[config.mk]
export PLATFORM = sky130hd
export DESIGN_NAME = biq_coef_regs_flat
export DESIGN_NICKNAME = d
export VERILOG_FILES = /design/src/biq_pkg.sv /design/src/biq_if.sv /design/src/biq_coef_regs.sv /design/src/flat_wrapper.sv
export SDC_FILE = /design/constraint.sdc
export NUM_CORES = 1
export LEC_CHECK = 0
export ABC_CLOCK_PERIOD_IN_PS = 1000
export BUFFER_PORTS_ARGS = -buffer_cell sky130_fd_sc_hd__buf_2
export CAP_MARGIN = 20
export CORE_ASPECT_RATIO = 1.75
export CORE_MARGIN = 3
export CORE_UTILIZATION = 42
export CTS_CLUSTER_SIZE = 25
export DETAILED_ROUTE_END_ITERATION = 16
export GPL_TIMING_DRIVEN = 1
export HOLD_SLACK_MARGIN = 0.05
export PLACE_DENSITY = 0.73
export SYNTH_ARGS = -nofsm -noshare
export SYNTH_HDL_FRONTEND = slang
export SYNTH_SLANG_ARGS = --single-unit
[constraint.sdc]
create_clock -name clk_i -period 1 [get_ports clk_i]
set_input_delay 0.1 -clock clk_i [delete_from_list [all_inputs] [get_ports clk_i]]
set_output_delay 0.1 -clock clk_i [all_outputs]
set_load 0.005 [all_outputs]
[src/biq_pkg.sv]
`timescale 1ns / 1ps
`default_nettype none

package biq_pkg;

  // number of coefficient registers and the width of their index
  localparam int unsigned NUM_COEFS  = 5;
  localparam int unsigned COEF_IDX_W = 3;

  // coefficient register map
  typedef enum logic [COEF_IDX_W-1:0] {
    IDX_B0 = 3'd0,
    IDX_B1 = 3'd1,
    IDX_B2 = 3'd2,
    IDX_A1 = 3'd3,
    IDX_A2 = 3'd4
  } coef_idx_e;

endpackage

`default_nettype wire

[src/biq_if.sv]
`timescale 1ns / 1ps
`default_nettype none


// coefficient write channel
interface biq_cfg_if #(
  parameter int unsigned COEF_WIDTH = 18
);
  logic                    valid;
  logic                    ready;
  logic [2:0]              reg_index;
  logic [COEF_WIDTH-1:0]   reg_data;

  modport source (output valid, output reg_index, output reg_data, input ready);
  modport sink   (input valid, input reg_index, input reg_data, output ready);
endinterface

`default_nettype wire

[src/biq_coef_regs.sv]
`timescale 1ns / 1ps
`default_nettype none

module biq_coef_regs
  import biq_pkg::*;
#(
  parameter int unsigned COEF_FRAC_BITS = 16
) (
  input  wire logic                                      clk_i,
  input  wire logic                                      rst_ni,
  biq_cfg_if.sink                                        cfg_i,
  output logic [NUM_COEFS-1:0][COEF_FRAC_BITS+1:0]       coef_o
);

  localparam int unsigned COEF_W = COEF_FRAC_BITS + 2;
  localparam logic [COEF_W-1:0] COEF_ONE = COEF_W'(1) << COEF_FRAC_BITS;

  logic [NUM_COEFS-1:0][COEF_W-1:0] coef_q;
  logic [NUM_COEFS-1:0][COEF_W-1:0] coef_d;

  // writes are always taken, unknown indexes are dropped
  assign cfg_i.ready = 1'b1;

  // register write decode
  always_comb begin
    coef_d = coef_q;
    if (cfg_i.valid) begin
      unique case (cfg_i.reg_index)
        IDX_B0:  coef_d[IDX_B0] = cfg_i.reg_data;
        IDX_B1:  coef_d[IDX_B1] = cfg_i.reg_data;
        IDX_B2:  coef_d[IDX_B2] = cfg_i.reg_data;
        IDX_A1:  coef_d[IDX_A1] = cfg_i.reg_data;
        IDX_A2:  coef_d[IDX_A2] = cfg_i.reg_data;
        default: coef_d = coef_q;
      endcase
    end
  end

  // b0 resets to unity gain, all others to zero
  always_ff @(posedge clk_i or negedge rst_ni) begin
    if (!rst_ni) begin
      coef_q         <= '0;
      coef_q[IDX_B0] <= COEF_ONE;
    end else begin
      coef_q <= coef_d;
    end
  end

  assign coef_o = coef_q;

endmodule

`default_nettype wire

[src/flat_wrapper.sv]
// flat-port wrapper written by rule: the top's interface ports become plain ports
module biq_coef_regs_flat import biq_pkg::*;
#(
  parameter int unsigned COEF_FRAC_BITS = 16
)
  (clk_i, rst_ni, coef_o, cfg_i_valid, cfg_i_reg_index, cfg_i_reg_data, cfg_i_ready);
  biq_cfg_if cfg_i_i ();
  input  wire logic clk_i;
  input  wire logic rst_ni;
  output logic [NUM_COEFS-1:0][COEF_FRAC_BITS+1:0] coef_o;
  input wire logic [$bits(cfg_i_i.valid)-1:0] cfg_i_valid;
  input wire logic [$bits(cfg_i_i.reg_index)-1:0] cfg_i_reg_index;
  input wire logic [$bits(cfg_i_i.reg_data)-1:0] cfg_i_reg_data;
  output wire logic [$bits(cfg_i_i.ready)-1:0] cfg_i_ready;
  assign cfg_i_i.valid = cfg_i_valid;
  assign cfg_i_i.reg_index = cfg_i_reg_index;
  assign cfg_i_i.reg_data = cfg_i_reg_data;
  assign cfg_i_ready = cfg_i_i.ready;
  biq_coef_regs #(.COEF_FRAC_BITS(COEF_FRAC_BITS)) u_core (.clk_i(clk_i), .rst_ni(rst_ni), .cfg_i(cfg_i_i), .coef_o(coef_o));
endmodule
==> impl_metrics.toml, run 1 <==
[worst_setup_path]
crit_fanout = 2
worst_path_dominant_cell_family = "flip-flops"
cp.required_ns = 0.90
crit_buf_inv = 1
critPathSlowestCell = "dfstp_2"
crit_type = "reg2out"
cp.depth = 1
worst_ep_arrival_time_ns = 0.98
max_stage_delay_ns = 0.54
crit_path_start_kind = "register"
cp-end-kind = "output pin"
path_cells = "buf_2"
reg2reg_depth = 2

[synth]
yosysSeqAreaShare = 0.6597
netlist.area_leader.share = 0.6520
synth_compound_area_frac = 0
avgSynthCellArea_um2 = 17.52
synth_adder_area_share = 0
ys_types = 11
synth_nets = 219
synth-simple-area-share = 0.02161
synth_top_family_by_area = "multiplexers"
synth_seq_cells = 90
synthXorXnorAreaFrac = 0
syn-cell-area_mm2 = 0.003416
yosys-top-cells-area = "dfrtp_1, mux2_2, buf_6"
yosys.area.top_type = "dfrtp_1"
synthMuxAreaShare = 0.2967
yosysWarnings = 0
synthCells = 195

[power_and_ir_drop]
max-vdd-ir-drop_mv = 1.459
power.density_mw_per_mm2 = 2196
p_leak_nw = 2.343

[cells_and_area]
largest_reg_flops = 90
diodes = 0
drive_gt1_frac = 0.7122
fillers = 610
final_common_cell = "buf_2"
final_cell_mix = "buf_2, dfrtp_1, mux2_2, mux2_4, clkbuf_16"
layout.nets = 356
final_core_util = 0.6155
syn2layout_area_growth_pct = 39.19

[placement]
hpwl_mm = 5.858
gp_congestion = 0.7643
portBuffers = 113
pre_cts_slack_ns = -0.3201

[outcome]
violations = "negative setup slack"
status = "finished, violations left"

[detailed_routing]
drc = 0
via_per_inst = 5.106
drt_iter0_markers = 113
detail-route-antenna-nets = 0
vias = 2170
dr.pass1.iters = 4
totalWireLength_mm = 7.921
wl_per_cell_um = 18.64

[timing]
min_period_ns = 1.078
setup_ws_ns = -0.07840
max_freq_mhz = 927.3
setup_viol = 1
final_max_slew_viol_count = 0
hold_violations = 0
fin_skew_ns = 0
rsz0062_at_grt = "yes"
min_period_over_period = 1.078

[clocking]
cts_root_buf = "clkbuf_16"
htreeDepth = 3
cts_buffers = 9
cts_max_path_buffers = 2
insertion_delay_ns = 0.33
cts_sinks = 90
cts_tree = "built"
cts.clk_slew.worst_paths_ns = 0.06

[floorplanning]
die_h_um = 125.3
die_x_um = 74.17
io-pin-count = 115
die_area_mm2 = 0.009294
rows = 42
coreArea_mm2 = 0.007725
floorplan.initialDensity = 0.4422

[flow_run]
max_cap_viol_count = 0

[grt]
grt_pass1_vias = 2271
grt_overflow = 0
grt_pass1_wl_mm = 12.49
track_usage = 0.1814
grt_max_degree = 38
antenna_found_initial = 0

[worst_hold_path]
hold_depth = 2
min_path_type = "in2reg"
[where the power goes]
part           switching, mW  internal (mW)
clock                   1.31           2.00
sequential             0.444           4.45
combinational          0.805           1.42
total                   2.56           7.88
[cell type report]
| class | count | area (um^2) | share of cell area |
|---|---|---|---|
| clock buffer | 12 | 246.5 | 0.05184 |
| tap | 88 | 110.1 | 0.02316 |
| timing repair buffer | 135 | 835.8 | 0.1758 |
| clock inverter | 4 | 51.30 | 0.01079 |
| multi-input combinational | 96 | 1257 | 0.2645 |
| sequential | 90 | 2253 | 0.4739 |
[stage by stage]
stage / power, mW / area (um^2) / hold slack, ns / std cells / TNS (ns)
final: 10.44 / 4755 / 0.05638 / 425 / -0.07840
after global routing: 10.99 / 4755 / 0.05397 / 425 / -0.1487
after CTS: 10.59 / 4732 / 0.05072 / 424 / -0.09143
after detailed placement: 7.206 / 4384 / 0.0003635 / 403 / -20.95
after global placement: 7.108 / 4384 / -0.003308 / 403 / -19.01
after floorplan: 5.948 / 3601 / -0.1956 / 195 / -6.547
[routing by layer]
layer	up-vias	track usage	share of wire
met5	-	0	0
met4	0	0.07044	0.013
met3	8	0.03614	0.064
met2	81	0.2976	0.53
met1	1110	0.2310	0.40
li1	971	-	-
[logic make-up after synthesis]
| kind of cell | Yosys count |
|---|---|
| buf+inv | 9 |
| flops | 90 |
| mux | 90 |
| other cells | 1 |
| simple gates | 5 |
[timing repair]
item | CTS | global route
gates resized for setup | 0 | 4
hold endpoints to repair | 97 | 0
pin swaps | 0 | 0
setup buffers | 0 | 1
hold buffers | 5 | 0
endpoints found under the setup margin | 1 | 17
[worst paths after layout]
path,from,end,slack [ns]
max reg2reg,u_core.coef_o[25]$_DFFE_PN0P_,u_core.coef_o[25]$_DFFE_PN0P_,0.08
max in group asynchronous,rst_ni,u_core.coef_o[10]$_DFFE_PN0P_,0.33
min in group asynchronous,rst_ni,u_core.coef_o[47]$_DFFE_PN0P_,0.20
min,cfg_i_reg_data[3],u_core.coef_o[21]$_DFFE_PN0P_,0.06
max,u_core.coef_o[16]$_DFFE_PN1P_,coef_o[16],-0.08
min reg2reg,u_core.coef_o[66]$_DFFE_PN0P_,u_core.coef_o[66]$_DFFE_PN0P_,0.50
[cells in the mapped netlist (all sizes together)]
master	n
mux2	90
dfrtp	89
buf	9
and4bb	2
conb	1
dfstp	1
nand4b	1
nor4b	1
nor4bb	1
Note: power is estimated with default switching activity, not from simulation.
==> inputs of run 2 (changes only) <==
Settings changed: CELL_PAD_IN_SITES_DETAIL_PLACEMENT set to 0, CELL_PAD_IN_SITES_GLOBAL_PLACEMENT set to 1, CORE_UTILIZATION 42 to 40, PLACE_DENSITY 0.73 to 0.82.
==> impl_metrics.toml, run 2 (synthesis gave the netlist of run 1 again) <==
[outcome]
status = "finished, violations left"
violations = "negative setup slack"

[worst_hold_path]
min_path_type = "in2reg"
hold_depth = 2
hold_end = "u_core.coef_o[15]$_DFFE_PN0P_"
hold_path.startpoint = "cfg_i_reg_data[15]"

[cells_and_area]
final_common_cell = "buf_2"
multiInputGateArea_mm2 = 0.001257
instances_no_fill = 470
diodes = 0
final_core_util = 0.5996
final_cell_mix = "buf_2, dfrtp_1, mux2_2, mux2_4, buf_4"
syn2layout_area_growth_pct = 45.93
largest_reg_flops = 90
fillers = 645
layout.nets = 374
seq_area_mm2 = 0.002253
final_area_mm2 = 0.004985
drive_gt1_frac = 0.7070

[detailed_routing]
wl_per_cell_um = 16.57
drt_iter0_markers = 109
detail-route-antenna-nets = 0
drc = 0
via_per_inst = 4.674
vias = 2197
dr.pass1.iters = 4
totalWireLength_mm = 7.786

[worst_setup_path]
worst_path_dominant_cell_family = "flip-flops"
cp.required_ns = 0.90
reg2reg_depth = 2
path_cells = "buf_6"
crit_path_start_kind = "register"
crit_type = "reg2out"
reg2reg_from = "u_core.coef_o[33]$_DFFE_PN0P_"
cp-end-kind = "output pin"
crit_fanout = 2
max_stage_delay_ns = 0.54
crit_buf_inv = 1
rrSetupSlack_ns = 0.11
worst_ep_arrival_time_ns = 0.96
r2r-end = "u_core.coef_o[33]$_DFFE_PN0P_"
critPathSlowestCell = "dfstp_2"

[clocking]
cts_root_buf = "clkbuf_16"
cts_tree = "built"
cts_max_path_buffers = 2
cts_buffers = 9
cts_sinks = 90
insertion_delay_ns = 0.34
htreeDepth = 3
cts.clk_slew.worst_paths_ns = 0.06

[timing]
min_period_over_period = 1.063
setup_viol = 1
final_max_slew_viol_count = 0
hold_violations = 0
fin_setup_tns_ns = -0.06284
min_period_ns = 1.063
max_freq_mhz = 940.9
setup_ws_ns = -0.06284
rsz0062_at_grt = "yes"
fin_skew_ns = 0
whs_ns = 0.06196

[flow_run]
max_cap_viol_count = 0

[floorplanning]
die_h_um = 128.2
io-pin-count = 115
die_x_um = 75.86
die_area_mm2 = 0.009728
floorplan.initialDensity = 0.4109
rows = 44
coreArea_mm2 = 0.008313

[grt]
track_usage = 0.1697
grt_pass1_wl_mm = 12.11
antenna_found_initial = 0
grt_pass1_vias = 2259
grt_overflow = 0
grt_max_degree = 32

[power_and_ir_drop]
power.density_mw_per_mm2 = 2214
total_power_mw = 11.03
p_leak_nw = 2.441
max-vdd-ir-drop_mv = 1.419

[placement]
placedInstanceArea_mm2 = 0.004441
portBuffers = 113
hpwl_mm = 5.674
pre_cts_slack_ns = -0.3290
dp.cells = 433
gp_congestion = 0.7278
==> run 2: cell count changes in the layout (fill, tap and decap cells not counted), sizes merged <==
cell / before / now
buf: 130 / 140
clkbuf: 12 / 10
bufinv: 1 / 3
dlygate4sd3: 5 / 13
==> run 2: cell type report <==
cell class	count	share of cell area
sequential	90	0.4521
multi-input combinational	96	0.2523
timing repair buffer	153	0.1978
clock buffer	10	0.04593
tap	115	0.02887
clock inverter	6	0.02309
==> run 2: repair_timing <==
action	4_1_cts	5_1_grt
hold buffers	13	0
gates resized for setup	0	2
gates cloned	0	0
buffers inserted	0	8
setup endpoints to repair	2	16
hold endpoints to repair	129	0
==> run 2: how the worst max path moves through the flow <==
stage / start / endpoint / slack [ns] / cells past startpoint
floorplan: cfg_i_reg_index[0] / u_core.coef_o[10]$_DFFE_PN0P_ / -0.25 / 3
global placement: cfg_i_valid / u_core.coef_o[22]$_DFFE_PN0P_ / -0.29 / 4
detailed placement: cfg_i_valid / u_core.coef_o[20]$_DFFE_PN0P_ / -0.33 / 4
CTS: u_core.coef_o[16]$_DFFE_PN1P_ / coef_o[16] / -0.09 / 1
global route: u_core.coef_o[16]$_DFFE_PN1P_ / coef_o[16] / -0.09 / 1
finish: u_core.coef_o[16]$_DFFE_PN1P_ / coef_o[16] / -0.06 / 1
==> run 2: power breakdown <==
group | total (mW) | leakage (nW) | internal, mW | switching, mW
Combinational | 2.37 | 1.20 | 1.53 | 0.845
Clock | 3.79 | 0.163 | 2.45 | 1.34
Sequential | 4.87 | 1.08 | 4.45 | 0.416
==> run 2: routing by layer <==
| metal | global-route usage | vias to the layer above | share of wire |
|---|---|---|---|
| met4 | 0.06797 | 0 | 0.019 |
| met3 | 0.04710 | 14 | 0.063 |
| met1 | 0.1974 | 1103 | 0.39 |
| met2 | 0.2859 | 81 | 0.52 |
| met5 | 0 | - | 0 |
| li1 | - | 999 | - |
